==> src/rtl/tsm_pkg.sv <==
package tsm_pkg;

    localparam int RING_DEPTH_DEF   = 160;
    localparam int SETTLE_TICKS_DEF = 2;
    localparam int NOTE_GAP_MS_DEF  = 1000;

    localparam logic [7:0]  RUN_STATE        = 8'd2;
    localparam logic [31:0] LOW_LIMIT_MS     = 32'd100;
    localparam logic [31:0] DEFAULT_BCAST_MS = 32'd30000;
    localparam logic [30:0] MAX31            = '1;
    localparam logic [47:0] MAX48            = '1;

    localparam logic [1:0] REG_WINDOW    = 2'd0;
    localparam logic [1:0] REG_NOTIFY    = 2'd1;
    localparam logic [1:0] REG_BC_THRESH = 2'd2;
    localparam logic [1:0] REG_BC_IVAL   = 2'd3;

    typedef enum logic [2:0] {
        ST_IDLE,
        ST_SUM,
        ST_DIV,
        ST_BCAST,
        ST_DONE
    } tsm_state_t;

    function automatic logic [47:0] sat48_add(input logic [47:0] a, input logic [47:0] b);
        logic [48:0] s;
        s = {1'b0, a} + {1'b0, b};
        return s[48] ? MAX48 : s[47:0];
    endfunction

endpackage

==> src/rtl/tsm_ring.sv <==
module tsm_ring import tsm_pkg::*; #(
    parameter int RING_DEPTH = RING_DEPTH_DEF,
    parameter int IDX_W      = (RING_DEPTH > 1) ? $clog2(RING_DEPTH) : 1
) (
    input  logic             aclk,
    input  logic             wr_en,
    input  logic [IDX_W-1:0] wr_addr,
    input  logic [30:0]      wr_data,
    input  logic             rd_en,
    input  logic [IDX_W-1:0] rd_addr,
    output logic [30:0]      rd_data
);

    logic [30:0] mem [RING_DEPTH];
    logic [30:0] rd_data_reg;

    always_ff @(posedge aclk) begin
        if (wr_en) begin
            mem[wr_addr] <= wr_data;
        end
        if (rd_en) begin
            rd_data_reg <= mem[rd_addr];
        end
    end

    assign rd_data = rd_data_reg;

endmodule

==> config.mk <==
export PLATFORM = sky130hd
export DESIGN_NAME = tsm_ring
export DESIGN_NICKNAME = d
export VERILOG_FILES = /design/src/rtl/tsm_pkg.sv /design/src/rtl/tsm_ring.sv
export SDC_FILE = /design/constraint.sdc
export NUM_CORES = 2
export LEC_CHECK = 0
export BUFFER_PORTS_ARGS = -buffer_cell sky130_fd_sc_hd__buf_2
export CAP_MARGIN = 10
export CORE_MARGIN = 2
export CORE_UTILIZATION = 55
export CTS_BUF_LIST = sky130_fd_sc_hd__clkbuf_4 sky130_fd_sc_hd__clkbuf_8
export CTS_CLUSTER_SIZE = 10
export DETAILED_ROUTE_END_ITERATION = 10
export GPL_TIMING_DRIVEN = 0
export MAX_ROUTING_LAYER = met4
export PLACE_DENSITY = 0.85
export SKIP_LAST_GASP = 1
export SLEW_MARGIN = 5
export SYNTH_ARGS = -nofsm -noshare
export SYNTH_HDL_FRONTEND = slang
export SYNTH_MEMORY_MAX_BITS = 65536
export SYNTH_SLANG_ARGS = --single-unit
==> constraint.sdc <==
create_clock -name aclk -period 3.9 [get_ports aclk]
set_clock_uncertainty 0.2 [all_clocks]
set_input_delay 1.17 -clock aclk [delete_from_list [all_inputs] [get_ports aclk]]
set_output_delay 1.17 -clock aclk [all_outputs]
set_load 0.01 [all_outputs]
==> impl_metrics.tcl <==
set metrics [dict create \
    rsz0062_at_grt "true" \
    clock_latency_ns 1.36 \
    hold_viol 0 \
    synth_area_leaders "edfxtp_1, mux4_2, mux2i_1" \
    core_mm2 0.344 \
    clkTransAtPathRegs_ns 0.07 \
    p_switching_mw 25.5 \
    required_ns 4.76 \
    grt-ovfl-total 0 \
    violations "max-capacitance violations, negative setup slack" \
    yosysTopAreaCell "edfxtp_1" \
    final-seq-area_mm2 0.150 \
    p_per_area_mw_per_mm2 493 \
    end_kind "register" \
    finalSetupViolCount 28 \
    port_buffers 71 \
    antenna_found_initial 60 \
    power_frac_comb_pct 5.9 \
    synthDistinctLibCells 46 \
    fin_crit_sh_pct 108 \
    num_vias 103000 \
    hp-class "in2reg" \
    dieArea_mm2 0.351 \
    power_frac_clock_pct 39.2 \
    placed_cells 13100 \
    root_buffer "clkbuf_8" \
    yosysSeqAreaShare_pct 78.8 \
    post_drt_wl_per_cell_um 39.3 \
    ys.flop_type "edfxtp_1" \
    period_needed_ns 4.23 \
    synth_fa_ha_area_share_pct 0 \
    multi_input_area_mm2 0.0401 \
    ys_seq_elements 4991 \
    io_pins 81 \
    muxShareOfSynthArea_pct 16.1 \
    nets 9355 \
    synth_compound_area_share_pct 2.47 \
    die_w_um 592 \
    drv_cap 1 \
    tightest_slew_ns 1.49 \
    vdd_drop_max_uv 388 \
    synthSimpleGateAreaFrac_pct 1.38 \
    critPathLaunchType "primary input" \
    outcome "finished, violations left" \
    syn_inst 8279 \
    seqPwrFrac_pct 54.9 \
    drt-initial-drc-count 20800 \
    antenna_left 0 \
    drtPass1Iterations 9 \
    hold_slack_ns 0.0672 \
    synth_top_family_by_area "multiplexers" \
    yosys_warnings 0 \
    crit_path_cell_trace "buf_4 -> clkbuf_8 -> buf_4 -> buf_4 -> buf_2 -> mux4_2 -> a221oi_2 -> o22ai_1 -> a211o_1" \
    die_h_um 592 \
    drv_slew 0 \
    sw_frac_of_total_pct 23.6 \
    arrival_ns 5.08 \
    cts_max_level 6 \
    hpwl_um 365000 \
    synth_top_area_share_pct 78.8 \
    fin_cells 14700 \
    crit_fanout 15 \
    critPathKind "in2reg" \
    internal_power_mw 82.4 \
    cellLeakagePower_nw 68.0 \
    synth-xor-area-share_pct 0 \
    cts_buffers 726 \
    avgSynthCellArea_um2 23.0 \
    clock_sinks 4991 \
    cpPeakStageDelay_ns 0.59 \
    slew_headroom_pct 0.679 \
    via_per_inst 6.99 \
    wl_um 578000 \
    globalplace.congestion 1.01 \
    crit_path_frequent_cell "buf_4" \
    synth_area_mm2 0.190 \
    area_growth_pct 14.9 \
    cts_max_path_buffers 4 \
    largest_register_ffs 4960 \
    grtUsageTotal_pct 33.3 \
    crit_slowest_cell "a221oi_2" \
    fin_tns_setup_ns -3.71 \
    fmax_ghz 0.237 \
    grt_pass1_wl_um 782000 \
    setup_slack_ns -0.326 \
    synth-edff-count 4991 \
    grt_pass1_vias 102000 \
    p_total_mw 108 \
    cts_tree "built" \
    fillers 20200 \
    ys_async_sr_fraction_pct 0 \
    post_cts_buffers 0 \
    syn-num-nets 8329 \
    layout-drive-gt1-share_pct 33.7 \
    rows 215 \
    grt_max_degree 129 \
    initial_core_util_pct 55.4 \
    route.detailed.drc 0 \
]
==> layout by cell type, fill, tap and decap left out, drive strengths merged, types with 115 or more instances in the layout <==
cell type / count
edfxtp: 4991
a22oi: 130
nor2: 201
mux4: 1178
clkbuf: 1216
mux2: 115
diode: 294
nand2: 159
mux2i: 287
clkinv: 278
buf: 505
o22ai: 116
==> power by group through the flow <==
stage / Clock, mW / Sequential, mW / Combinational, mW
2_1_floorplan: 0 / 60.4 / 2.67
3_3_place_gp: 0 / 60.5 / 5.27
3_5_place_dp: 0 / 60.4 / 5.78
4_1_cts: 42.0 / 59.2 / 5.95
5_1_grt: 44.2 / 59.2 / 6.33
6_report: 42.3 / 59.2 / 6.31
==> Yosys cell counts (all sizes together) (26+ instances only) <==
library cell     n
nand3           27
a22oi          130
o221ai          26
and4            26
a21oi           62
o21ai           87
o22ai          116
edfxtp        4991
nand2          159
clkbuf         245
mux4          1178
mux2           115
a2111oi         76
a32oi           26
nor2b           64
mux2i          287
a221oi          48
buf            234
nor2           201
a31oi           36
==> metal layers <==
layer	wire length (um)	global-route usage, %	part of all wire, %	vias to the layer above
li1	-	-	-	38100
met1	174000	38.9	30	51900
met2	262000	48.3	45	10600
met3	88700	11.2	15	2312
met4	53800	24.8	9.3	0
met5	0	-	0	-
==> cell families (layout without fill, tap and decap cells) <==
logic type,count (synthesis),after routing
flip-flops,4991,4991
multiplexers,1580,1580
AO/OA/AOI/OAI,668,668
AND/OR/NAND/NOR,558,558
buffers and inverters,482,2076
other,0,294
==> timing repair <==
item,4_1_cts,5_1_grt
pin swaps,2,3
setup endpoints to repair,31,31
hold buffers,1,0
hold endpoints to repair,1,0
resized for setup,267,169
==> critical path: cells and delay by family <==
kind | cells | cell delay [ns]
compound gates | 3 | 1.34
buf+inv | 5 | 2.02
mux | 1 | 0.43
==> area by class of cell <==
class / instances / share of cell area (%)
sequential: 4991 / 68.5
multi-input combinational: 2806 / 18.3
clock buffer: 951 / 5.35
tap: 4557 / 2.61
timing repair buffer: 301 / 2.35
buffer: 476 / 1.29
clock inverter: 345 / 1.18
antenna: 294 / 0.336
inverter: 3 / 0.00629
==> path summary, 6_finish.rpt <==
check | start | to | slack, ns | cells after the start
worst max-delay path | rd_addr[1] | rd_data[13] | -0.33 | 9
worst max register to register | mem[122][1] | rd_data[1] | 0.39 | 6
worst min register to register | mem[136][9] | rd_data[9] | 0.84 | 4
worst min-delay path | wr_data[13] | mem[30][13] | 0.07 | 1
==> metrics by stage <==
stage                     cell area, um^2  util [%]  setup slack [ns]
after floorplan                    190000         -            -0.158
after global placement             196000      57.1             -4.10
after detailed placement           203000      58.9             -3.10
after CTS                          218000      63.3           -0.0410
after global routing               219000      63.6            -0.115
final                              219000      63.6            -0.326
No activity file was read; power rests on OpenSTA's default activity.
