$ cat src/rtl/tsm_pkg.sv
package tsm_pkg;

    localparam int RING_DEPTH_DEF   = 160;
    localparam int SETTLE_TICKS_DEF = 2;
    localparam int NOTE_GAP_MS_DEF  = 1000;

    localparam logic [7:0]  RUN_STATE        = 8'd2;
    localparam logic [31:0] LOW_LIMIT_MS     = 32'd100;
    localparam logic [31:0] DEFAULT_BCAST_MS = 32'd30000;
    localparam logic [30:0] MAX31            = '1;
    localparam logic [47:0] MAX48            = '1;

    localparam logic [1:0] REG_WINDOW    = 2'd0;
    localparam logic [1:0] REG_NOTIFY    = 2'd1;
    localparam logic [1:0] REG_BC_THRESH = 2'd2;
    localparam logic [1:0] REG_BC_IVAL   = 2'd3;

    typedef enum logic [2:0] {
        ST_IDLE,
        ST_SUM,
        ST_DIV,
        ST_BCAST,
        ST_DONE
    } tsm_state_t;

    function automatic logic [47:0] sat48_add(input logic [47:0] a, input logic [47:0] b);
        logic [48:0] s;
        s = {1'b0, a} + {1'b0, b};
        return s[48] ? MAX48 : s[47:0];
    endfunction

endpackage

$ cat src/rtl/tsm_div.sv
// Restoring divider, one quotient bit per cycle.
module tsm_div import tsm_pkg::*; #(
    parameter int DVD_W = 43,
    parameter int DVS_W = 8
) (
    input  logic             aclk,
    input  logic             aresetn,
    input  logic             start,
    input  logic [DVD_W-1:0] dividend,
    input  logic [DVS_W-1:0] divisor,
    output logic             done,
    output logic [DVD_W-1:0] quotient
);

    localparam int CNT_W = $clog2(DVD_W + 1);

    logic [CNT_W-1:0] cnt_reg, cnt_next;
    logic [DVS_W-1:0] rem_reg, rem_next;
    logic [DVD_W-1:0] quo_reg, quo_next;
    logic [DVS_W-1:0] dvs_reg, dvs_next;
    logic             busy_reg, busy_next;
    logic             done_reg, done_next;
    logic [DVS_W:0]   trial;

    always_comb begin
        cnt_next  = cnt_reg;
        rem_next  = rem_reg;
        quo_next  = quo_reg;
        dvs_next  = dvs_reg;
        busy_next = busy_reg;
        done_next = 1'b0;
        trial     = {rem_reg, quo_reg[DVD_W-1]};
        if (start) begin
            cnt_next  = CNT_W'(DVD_W);
            rem_next  = '0;
            quo_next  = dividend;
            dvs_next  = divisor;
            busy_next = 1'b1;
        end else if (busy_reg) begin
            if (trial >= {1'b0, dvs_reg}) begin
                rem_next = DVS_W'(trial - {1'b0, dvs_reg});
                quo_next = {quo_reg[DVD_W-2:0], 1'b1};
            end else begin
                rem_next = trial[DVS_W-1:0];
                quo_next = {quo_reg[DVD_W-2:0], 1'b0};
            end
            cnt_next = cnt_reg - 1'b1;
            if (cnt_reg == CNT_W'(1)) begin
                busy_next = 1'b0;
                done_next = 1'b1;
            end
        end
    end

    always_ff @(posedge aclk) begin
        if (!aresetn) begin
            busy_reg <= 1'b0;
            done_reg <= 1'b0;
            cnt_reg  <= '0;
        end else begin
            busy_reg <= busy_next;
            done_reg <= done_next;
            cnt_reg  <= cnt_next;
        end
        rem_reg <= rem_next;
        quo_reg <= quo_next;
        dvs_reg <= dvs_next;
    end

    assign done     = done_reg;
    assign quotient = quo_reg;

endmodule

$ cat config.mk
export PLATFORM = sky130hd
export DESIGN_NAME = tsm_div
export DESIGN_NICKNAME = d
export VERILOG_FILES = /design/src/rtl/tsm_pkg.sv /design/src/rtl/tsm_div.sv
export SDC_FILE = /design/constraint.sdc
export NUM_CORES = 1
export LEC_CHECK = 0
export BUFFER_PORTS_ARGS = -buffer_cell sky130_fd_sc_hd__buf_2
export CAP_MARGIN = 20
export CORE_ASPECT_RATIO = 1.2
export CORE_MARGIN = 5
export CORE_UTILIZATION = 35
export CTS_CLUSTER_SIZE = 14
export DETAILED_ROUTE_END_ITERATION = 6
export GPL_ROUTABILITY_DRIVEN = 0
export MAX_ROUTING_LAYER = met4
export PLACE_DENSITY = 0.68
export SYNTH_ARGS = -nofsm -noshare
export SYNTH_HDL_FRONTEND = slang
export SYNTH_SLANG_ARGS = --single-unit
$ cat constraint.sdc
create_clock -name aclk -period 2.5 [get_ports aclk]
set_clock_uncertainty 0.05 [all_clocks]
set_input_delay 0.25 -clock aclk [delete_from_list [all_inputs] [get_ports aclk]]
set_output_delay 0.25 -clock aclk [all_outputs]
set_load 0.01 [all_outputs]
==> metrics list, run 1 <==
- After technology mapping, the gate count stands at 231.
- For this design the ratio of total power to cell area is 660 mW/mm2.
- Total number of H-tree levels: 3
* Setup repair after global routing missed its margin: false
* Max Cap Viol: 0
- Proportion of netlist area held by the largest area contributor: 48.5%
- Once the floorplan was initialized, standard cells occupied 35.4% of the core.
- Worst reg2reg path endpoint: rem_reg[5]
- The path with the worst hold slack has its endpoint at dvs_reg[3].
- Proportion of layout cells with a drive suffix above 1: 48.8%
- Period Utilization, post-route: 83.9%
- Total global routing track utilization: 13.2%
* Maximum number of pins on one net before global-route repair: 62
* Maximum vdd drop: 0.000250 V
- In this run, distinct cell masters in the synthesized netlist total 41.
- Clock tree synthesis inserted a total of 9 buffers.
* Post-Synthesis Mean Instance Area: 13.7 um2
- Once detail routing completed, the nets flagged for antenna violations numbered 0.
* Area of the placeable core: 0.00894 mm2
- Crit-path max FO: 12
- The first global-routing pass estimated 11,000 um of wire.
- Via count of the first global-routing pass: 2,240
* Floorplan die width: 96.7 um
- Summed negative setup slack over all endpoints: 0 ns
- Detailed Routing Iterations Pass 1: 4
* Critical setup path kind: flop to flop
- Number of cells traversed by the worst register-to-register path: 7
- Number of buffers inserted to repair setup after CTS: 0
* Netlist Area Pre-Place: 0.00316 mm2
- Slew at the pin closest to its max-slew limit: 0.628 ns
- sky130_fd_sc_hd__edfxtp_1 takes more of the synthesized area than any other cell.
- Traced cell by cell, the critical path runs through inv_1 > ha_1 > and3_4 > nand3_2 > o21ai_2 > nand2_1 > o221ai_1.
- The register with the most flip-flops in the layout has 43 of them.
- Once the clock tree was built, the resizer swapped 0 gates to a different size.
- Clock latency on the worst-skew pair: 0.36 ns
* Synthesis-stage register bit count: 67
- In this run the count of I/O pins placed on the die edge is 98.
- The worst hold path begins at divisor[3].
- Slew Limit Headroom: 58.1%
* Antenna diode count: 0
* Cell at the root of the clock tree: sky130_fd_sc_hd__clkbuf_8
- Routed wire per std cell: 14.9 um
- In the routed design, unresolved DRC markers number 0.
- In this run the register-to-register setup slack is 0.40 ns.
- The number of nets in the synthesized netlist is 296.
- Endpoints failing setup: 0
* Layout area overhead: 27.9%
* Post-detailed-route via-to-cell ratio: 4.69
* Die height: 114 um
* Ys Warns: 0
* Final critical-path required period: 2.10 ns
- Largest stage delay on the critical path: 0.51 ns
- Worst Setup Slack post-DPL: 0.418 ns
- Required time of the worst setup path: 2.71 ns
- The routed layout has 2,174 vias.
- Fmax: 477 MHz
* Critical path data arrival time: 2.31 ns
* Clock sink count: 67
- Leak pwr: 1.71 nW
* Startpoint type of the worst setup path: flop
- Worst hold path type: input port to flop
- In this run the critical register-to-register path is launched from dvs_reg[6].
* Area of the die: 0.0110 mm2
- In the post-synthesis netlist, the biggest area contributors are sky130_fd_sc_hd__edfxtp_1, sky130_fd_sc_hd__mux2_2, sky130_fd_sc_hd__dfxtp_1.
* Worst setup slack after layout: 0.404 ns
- Total global routing overflow: 0
- Clock-pin slew on the worst setup and hold paths: 0.07 ns
* Clock tree from TritonCTS: done
- Cells fill 45.2% of the core in the end.
- Final hold viol count: 0
- No sink is reached through more buffers than the 2 on the longest clock path.
* Nets: 404
* Violation count after the first detailed-routing iteration: 107
* Hold buffer count at cts: 3
- Slowest CP cell: sky130_fd_sc_hd__o21ai_2
- Antenna violations before repair: 0
- CP Capture Type: flop
* Hold depth: 1
- Number of port buffers: 97
- The count of final max-slew check failures was 0.
- Summed over all layers, the routed wires come to 6920 um.
- Site row count: 38
* Result of the run: finished clean
- Share of the yosys chip area belonging to registers: 58.6%
- Detailed placement ended at an HPWL of 4950 um.
## cells in the mapped netlist
cell type and instances:
sky130_fd_sc_hd__edfxtp_1 51, sky130_fd_sc_hd__mux2_2 43, sky130_fd_sc_hd__dfxtp_1 16, sky130_fd_sc_hd__nor2_1 16, sky130_fd_sc_hd__inv_1 13, sky130_fd_sc_hd__ha_1 10
sky130_fd_sc_hd__nand2_1 10, sky130_fd_sc_hd__xor2_1 8, sky130_fd_sc_hd__clkbuf_1 7, sky130_fd_sc_hd__a21oi_1 6, sky130_fd_sc_hd__nand2b_1 5, sky130_fd_sc_hd__mux2i_1 4
sky130_fd_sc_hd__o21a_1 4, sky130_fd_sc_hd__o21ai_0 4, sky130_fd_sc_hd__a21o_1 3, sky130_fd_sc_hd__a211oi_1 2, sky130_fd_sc_hd__nand3_1 2, sky130_fd_sc_hd__nor2b_1 2
sky130_fd_sc_hd__nor3_1 2, sky130_fd_sc_hd__xnor2_1 2, sky130_fd_sc_hd__a211oi_2 1, sky130_fd_sc_hd__a221oi_2 1, sky130_fd_sc_hd__a22o_1 1, sky130_fd_sc_hd__a31oi_1 1
sky130_fd_sc_hd__and2b_1 1, sky130_fd_sc_hd__and3_4 1, sky130_fd_sc_hd__and4_1 1, sky130_fd_sc_hd__buf_6 1, sky130_fd_sc_hd__fa_1 1, sky130_fd_sc_hd__nand3_2 1
sky130_fd_sc_hd__nand3b_1 1, sky130_fd_sc_hd__nor3b_1 1, sky130_fd_sc_hd__nor4_1 1, sky130_fd_sc_hd__o21ai_2 1, sky130_fd_sc_hd__o221ai_1 1, sky130_fd_sc_hd__o2bb2a_4 1
sky130_fd_sc_hd__o311a_1 1, sky130_fd_sc_hd__o31ai_2 1, sky130_fd_sc_hd__o32ai_1 1, sky130_fd_sc_hd__or2_2 1, sky130_fd_sc_hd__or4b_1 1
## metal layers
layer	track usage, %	vias up	part of all wire, %	wire (um)
li1	-	1062	-	-
met1	15.1	1019	43	2950
met2	20.3	83	50	3430
met3	4.81	10	5.8	400
met4	7.21	0	2.0	140
met5	-	-	0	0
## final cells by class
type	count	area, um2
Clock inverter	5	25.0
Clock buffer	11	163
Sequential cell	67	1850
Fill cell	877	4890
Timing Repair Buffer	105	583
Tap cell	120	150
Multi-Input combinational cell	143	1220
Inverter	13	48.8
## cells by family after synthesis
group | Yosys count | share of synthesized area [%]
fa+ha+maj | 11 | 4.59
simple gates | 46 | 7.48
mux | 47 | 16.6
buf+inv | 21 | 2.73
flops | 67 | 58.6
compound gates | 29 | 7.24
xor+xnor | 10 | 2.77
## through the flow
step                area [um2]  power [W]  hold slack, ns  std cells
floorplan                 3160    0.00166           0.299        231
detailed placement        3810    0.00184           0.381        443
finish                    4040    0.00267          0.0229        464
global placement          3810    0.00183           0.380        443
CTS                       4020    0.00271        0.000608        462
global route              4040    0.00282         0.00295        464
## power breakdown
group	switching (W)	leakage (nW)	internal, W
clock network	0.000415	0.104	0.000438
registers	0.0000543	0.642	0.00132
logic	0.000222	0.963	0.000219
total	0.000692	1.71	0.00198
## placed cells by master (no fill, tap or decap), drive strengths merged, types with 2 or more instances in the layout
cell / count
edfxtp: 51
mux2i: 4
xnor2: 2
buf: 100
nand3: 3
nor2b: 2
nand2: 10
nor3: 2
a21o: 3
xor2: 8
a21oi: 6
nand2b: 5
o21a: 4
ha: 10
dfxtp: 16
clkinv: 5
inv: 13
o21ai: 5
dlygate4sd3: 5
nor2: 16
mux2: 43
a211oi: 3
clkbuf: 11
## worst max-delay path by stage
stage	end	startpoint
3_5_place_dp	rem_reg[5]	dvs_reg[6]
5_1_grt	rem_reg[6]	quotient[42]
6_report	rem_reg[5]	dvs_reg[6]
4_1_cts	rem_reg[6]	quotient[42]
3_3_place_gp	rem_reg[2]	dvs_reg[6]
2_1_floorplan	quotient[0]	busy_reg
## worst max-delay path, delay by kind of cell (launching register included)
family,cells,cell delay [ns]
simple gates,3,0.46
flops,1,0.32
fa+ha+maj,1,0.37
compound gates,2,0.76
buf+inv,1,0.04
Power figures use the tool's default switching activity.
==> run 2: changes to the inputs <==
--- a/config.mk
+++ b/config.mk
@@ -5,6 +5,7 @@
 export SDC_FILE = /design/constraint.sdc
 export NUM_CORES = 1
 export LEC_CHECK = 0
+export ABC_AREA = 1
 export BUFFER_PORTS_ARGS = -buffer_cell sky130_fd_sc_hd__buf_2
 export CAP_MARGIN = 20
 export CORE_ASPECT_RATIO = 1.2
==> constraint.sdc (replaced) <==
create_clock -name aclk -period 2.1 [get_ports aclk]
set_clock_uncertainty 0.05 [all_clocks]
set_input_delay 0.21 -clock aclk [delete_from_list [all_inputs] [get_ports aclk]]
set_output_delay 0.21 -clock aclk [all_outputs]
set_load 0.01 [all_outputs]
==> metrics list, run 2 <==
* Power density over the cells: 754 mW/mm2
- Clock Tree Buf Depth: 2
* Worst hold path type: input port to flop
* Post-Synthesis Mean Instance Area: 8.78 um2
- Post-Syn Instances: 370
- Floorplan die width: 97.9 um
* Number of unique standard cell types used by synthesis: 30
* Complex-gate fraction of the synthesized area: 2.08%
- Counting flops with a built-in enable in the synthesized netlist gives 51.
* Maximum vdd drop: 0.000276 V
- Endpoints failing setup: 0
* Start point of the critical path: quotient[42]
- DRC Markers: 0
- In this run the critical register-to-register path is launched from quotient[42].
* Layout area overhead: 27.5%
- CP Capture Type: flop
- In this run the number of H-tree levels came out at 3.
- Counting every net in the synthesized netlist gives 435.
- Along the worst path, the maximum fanout reaches 2.
- Total global routing track utilization: 14.3%
* Library cell with the highest instance count after synthesis: sky130_fd_sc_hd__nand2_1
- Post-route cell area: 0.00414 mm2
* Post-detailed-route via-to-cell ratio: 4.54
- Hold path startpoint: aresetn
* Area of the placeable core: 0.00908 mm2
- Leaving out fill and tap cells, the most frequent cells in the layout are sky130_fd_sc_hd__nand2_1, sky130_fd_sc_hd__buf_2, sky130_fd_sc_hd__edfxtp_1.
- Nets: 545
- The commonest cells after synthesis are sky130_fd_sc_hd__nand2_1, sky130_fd_sc_hd__edfxtp_1, sky130_fd_sc_hd__inv_1, sky130_fd_sc_hd__dfxtp_1, sky130_fd_sc_hd__nand3_1.
- Based on the critical path, the design can be clocked at up to 554 MHz.
- Period Utilization, post-route: 86.0%
- Multiplexer fraction of the synthesized cell area: 0%
- Kind of cell with the highest combined delay on the critical path: adder cells
* Cell area after placement: 0.00389 mm2
- Slowest CP cell: sky130_fd_sc_hd__fa_1
* Slew Limit Headroom: 48.6%
- In this run the count of I/O pins placed on the die edge is 98.
- Post-DRT Antenna Nets: 0
- Final hold viol count: 0
- The count of final max-slew check failures was 0.
* Clock sink count: 67
- The initial antenna violation count was 0.
* Number of buffers inserted to repair setup after CTS: 0
- DP HPWL: 5680 um
- The tightest hold path in the finished design has a slack of 0.0725 ns.
- 0 antenna diodes ended up in the layout.
- Share of the yosys chip area belonging to registers: 57.0%
- Leak pwr: 2.12 nW
- Clock tree from TritonCTS: done
- In the synthesized netlist the async set-or-reset flop fraction comes to 0%.
* Effective utilization at floorplan: 35.8%
* Post-Synth Adder-Cell Area: 4.47%
- Setup repair after global routing left no endpoint under its margin.
* CP most frequent cell: sky130_fd_sc_hd__nand3_1
* Ys Warns: 0
* Cell Chain, Critical Path: inv_1 > ha_1 > fa_1 > inv_1 > nand3_1 > nand3_1 > xnor2_1 > nand2_1 > nand3_1 > nand2_1
- The library cell used most frequently in the layout, excluding fill and tap cells, is sky130_fd_sc_hd__nand2_1.
- Clock latency on the worst-skew pair: 0.33 ns
- The flow ran to the end, and the final reports show no timing, DRC or antenna violations.
- The tree is rooted in a sky130_fd_sc_hd__clkbuf_8.
- After synthesis, the cell types taking the most area are sky130_fd_sc_hd__edfxtp_1, sky130_fd_sc_hd__nand2_1, sky130_fd_sc_hd__dfxtp_1.
* First-pass GRT wire length: 12,600 um
- Clock tree synthesis inserted a total of 9 buffers.
- The worst setup path is launched from a flop.
- After synthesis, the largest area contributor takes up 47.2% of total cell area.
* Critical setup path kind: flop to flop
- Required time of the worst setup path: 2.27 ns
- Among all flip-flop cells after synthesis, the most frequent one is sky130_fd_sc_hd__edfxtp_1.
* Max Cap Viol: 0
- Summing the areas of all xor and xnor instances in the mapped netlist gives 0.809% of the synthesized area.
* Detailed Routing Iterations Pass 1: 4
* Slew at the pin closest to its max-slew limit: 0.769 ns
- Via count of the first global-routing pass: 2,608
* Violation count after the first detailed-routing iteration: 119
- The setup check on the worst reg-to-reg path leaves a slack of 0.29 ns.
* Buffer and inverter count on the worst path: 2
- Post-synthesis simple-gate area fraction: 30.5%
- Number of flip-flops under the largest register name: 43
- Final critical-path required period: 1.81 ns
* Count of vias placed by the detailed router: 2,748
* Total global routing overflow: 0
- For the worst setup path, the data arrival time is 1.98 ns.
* Maximum number of pins on one net before global-route repair: 45
* Die height: 116 um
- After synthesis the cells add up to 0.00325 mm2.
- For this run, the number of standard cells in the final layout without fillers is 605.
- Largest stage delay on the critical path: 0.41 ns
- In the final layout, the share of cells above drive strength 1 is 25.8%.
* Library cell with the largest summed area after synthesis: sky130_fd_sc_hd__edfxtp_1
* Summed negative setup slack over all endpoints: 0 ns
- Counting flops and latches in the post-synthesis netlist gives 67.
* Clock-pin slew on the worst setup and hold paths: 0.07 ns
* Routed wire per std cell: 12.7 um
* Drt total wl: 7670 um
- In this run, placement finished with an instance count of 581.
- By area, the combinational part of the netlist is dominated by simple AND/OR/NAND/NOR gates.
- The initialized floorplan defines 38 standard-cell rows.
- The die covers 0.0113 mm2.
- Number of port buffers: 97
-- run 2: cell families after synthesis --
family          count (synthesis)
flops                          67
buf+inv                        43
xor+xnor                        3
fa+ha+maj                      11
simple gates                  235
compound gates                 11
-- run 2: report_power, final --
part | leakage [nW] | switching (W) | total (W) | internal (W)
combinational | 1.38 | 0.000311 | 0.000527 | 0.000216
clock | 0.0896 | 0.000458 | 0.000958 | 0.000499
sequential | 0.650 | 0.0000666 | 0.00164 | 0.00157
-- run 2: metrics by stage --
stage	total power, W	setup slack, ns	utilization, %
finish	0.00312	0.294	45.6
global route	0.00331	0.126	45.6
CTS	0.00317	0.308	45.6
detailed placement	0.00219	0.326	42.8
global placement	0.00218	0.421	42.8
floorplan	0.00196	0.159	-
-- run 2: path summary, 6_finish.rpt --
check,to,cells past startpoint
setup / recovery,rem_reg[4],10
hold / removal,cnt_reg[0],3
setup reg to reg,rem_reg[4],10
hold reg to reg,rem_reg[6],2
-- run 2: metal layers --
layer	share of wire, %	track usage (%)	up-vias
met2	48	22.8	72
met4	1.1	5.36	0
li1	-	-	1409
met5	0	-	-
met3	4.3	3.25	9
met1	47	17.8	1258
-- run 2: timing repair --
item,in CTS,in global routing
gates resized for setup,0,0
endpoints found under the hold margin,8,0
hold buffers,8,0
-- run 2: cell type report --
cell class	instances	area, um2
clock buffer	14	164
clock inverter	2	10.0
fill	915	4940
inverter	32	120
multi-input combinational	260	1230
timing repair buffer	110	616
tap	120	150
sequential	67	1850
-- run 2: worst min-delay path: stages --
cell and delay, ns:
sky130_fd_sc_hd__buf_2 0.10, sky130_fd_sc_hd__o31ai_1 0.07, sky130_fd_sc_hd__inv_1 0.04
==> run 3: changes to the inputs <==
--- a/config.mk
+++ b/config.mk
@@ -11,6 +11,7 @@
 export CORE_ASPECT_RATIO = 1.2
 export CORE_MARGIN = 5
 export CORE_UTILIZATION = 35
+export CTS_BUF_LIST = sky130_fd_sc_hd__clkbuf_2
 export CTS_CLUSTER_SIZE = 14
 export DETAILED_ROUTE_END_ITERATION = 6
 export GPL_ROUTABILITY_DRIVEN = 0
==> metrics list, run 3 (synthesis results as in run 2) <==
- The number of antenna diodes in the final layout is 0.
* Post-Route Hold Slack: 0.0682 ns
- 98 I/O pins were placed.
- The first routing iteration left 128 violations.
- Power density over the cells: 657 mW/mm2
* Slew at the pin closest to its max-slew limit: 0.794 ns
* Resize count post-CTS: 0
- Counting along the longest clock path gives a buffer depth of 2.
- Post-detailed-route via-to-cell ratio: 4.58
- Entering global routing, the biggest net connects 45 pins.
* Number of flip-flops under the largest register name: 43
- DP HPWL: 5680 um
- Worst Setup Slack post-DPL: 0.326 ns
* Antenna violations before repair: 0
- Routed wire per std cell: 13.0 um
- Setup repair after global routing left no endpoint under its margin.
- After the flow finishes, the layout carries non-filler instances totaling 648.
- For this run, the total global-route usage over all layers was measured as 15.8%.
* Number of port buffers: 97
- At the later pin of the worst-skew pair, clock insertion delay measures 0.48 ns.
- DRC Markers: 0
- The run finished with clean final reports.
* Area of the die: 0.0113 mm2
- Final critical-path required period: 1.81 ns
* Proportion of layout cells with a drive suffix above 1: 24.4%
- Final hold viol count: 0
* Summed negative setup slack over all endpoints: 0 ns
- Floorplan die width: 97.9 um
- The die is 116 um tall.
* Worst reg2reg setup slack: 0.29 ns
* Nets: 588
* Clock tree from TritonCTS: done
- Total number of H-tree levels: 3
* Count of vias placed by the detailed router: 2,967
- Via count of the first global-routing pass: 2,891
- Total global routing overflow: 0
* Clock sink count: 67
* Required time of the worst setup path: 2.43 ns
* First-pass GRT wire length: 14,000 um
- Once routing completed, OpenROAD measured the worst setup slack at 0.293 ns.
- Setup violations remaining at the end of the flow were counted as 0.
- The library cell used most frequently in the layout, excluding fill and tap cells, is sky130_fd_sc_hd__nand2_1.
* Crit-path max FO: 2
* Critical setup path kind: flop to flop
* Total instance count after detailed placement: 581
* Leak pwr: 2.28 nW
- The floorplan has 38 rows.
* Drt total wl: 8410 um
- In the finished design, the share of the clock period the worst path needs comes to 86.0%.
* Clock-pin slew on the worst setup and hold paths: 0.18 ns
- Post-DRT Antenna Nets: 0
* Max Cap Viol: 0
* Startpoint type of the worst setup path: flop
* CP Capture Type: flop
* Fmax: 554 MHz
- The floorplan step defined a core boundary enclosing 0.00908 mm2.
- VDD sags by at most 0.000300 V.
* Critical path data arrival time: 2.14 ns
- The root buffer cell chosen for the clock tree is sky130_fd_sc_hd__clkbuf_2.
* Slew Limit Headroom: 46.9%
- The top cell types in the final layout, fill and taps aside, are sky130_fd_sc_hd__nand2_1, sky130_fd_sc_hd__buf_2, sky130_fd_sc_hd__edfxtp_1, sky130_fd_sc_hd__dlygate4sd3_1, sky130_fd_sc_hd__inv_1.
- Worst hold path type: input port to flop
* Layout area overhead: 38.7%
- The count of final max-slew check failures came to 0.
* Post-route cell area: 0.00450 mm2
- Detailed Routing Iterations Pass 1: 6
- Effective utilization at floorplan: 35.8%
- Cell area after placement: 0.00389 mm2
* Number of buffers created by CTS: 9
-- run 3: cell types whose count changed in the layout (fill, tap and decap cells not counted), sizes merged --
| cell | previous run | this run |
|---|---|---|
| bufinv | 0 | 1 |
| clkbuf | 14 | 13 |
| dlygate4sd3 | 8 | 51 |
-- run 3: per-stage QoR --
step / total power, W / utilization (%)
3_3_place_gp: 0.00218 / 42.8
2_1_floorplan: 0.00196 / -
3_5_place_dp: 0.00219 / 42.8
6_report: 0.00296 / 49.6
5_1_grt: 0.00314 / 49.6
4_1_cts: 0.00300 / 49.6
-- run 3: cell type report --
cell class	instances	area, um2
multi-input cells	260	1230
inverters	32	120
repair buffers	153	1050
well taps	120	150
clock buffers	13	65.1
fillers	868	4580
flip-flops and latches	67	1850
clock inverters	3	40.0
-- run 3: routing by layer --
| layer | part of all wire [%] | wire, um | global-route usage [%] |
|---|---|---|---|
| met5 | 0 | 0 | - |
| met3 | 4.8 | 407 | 3.79 |
| met4 | 2.1 | 180 | 5.91 |
| met1 | 44 | 3680 | 18.6 |
| met2 | 49 | 4150 | 26.5 |
-- run 3: repair_timing --
action / CTS / global route
endpoints found under the hold margin: 58 / 0
hold buffers: 51 / 0
buffers inserted: 0 / 0
-- run 3: critical path: stages (launching register included) --
cell                       delay (ns)
sky130_fd_sc_hd__edfxtp_1        0.38
sky130_fd_sc_hd__inv_1           0.07
sky130_fd_sc_hd__ha_1            0.23
sky130_fd_sc_hd__fa_1            0.41
sky130_fd_sc_hd__inv_1           0.09
sky130_fd_sc_hd__nand3_1         0.08
sky130_fd_sc_hd__nand3_1         0.11
sky130_fd_sc_hd__xnor2_1         0.13
sky130_fd_sc_hd__nand2_1         0.07
sky130_fd_sc_hd__nand3_1         0.07
sky130_fd_sc_hd__nand2_1         0.05
-- run 3: where the power goes --
part           internal [W]  switching (W)  total (W)
clock network      0.000293       0.000431   0.000724
registers           0.00157      0.0000683    0.00164
logic              0.000269       0.000327   0.000595
-- run 3: worst paths after layout --
kind / from / end / cells past startpoint
hold reg to reg: rem_reg[6] / rem_reg[6] / 2
setup reg to reg: quotient[42] / rem_reg[4] / 10
setup / recovery: quotient[42] / rem_reg[4] / 10
hold / removal: dividend[0] / quotient[0] / 3
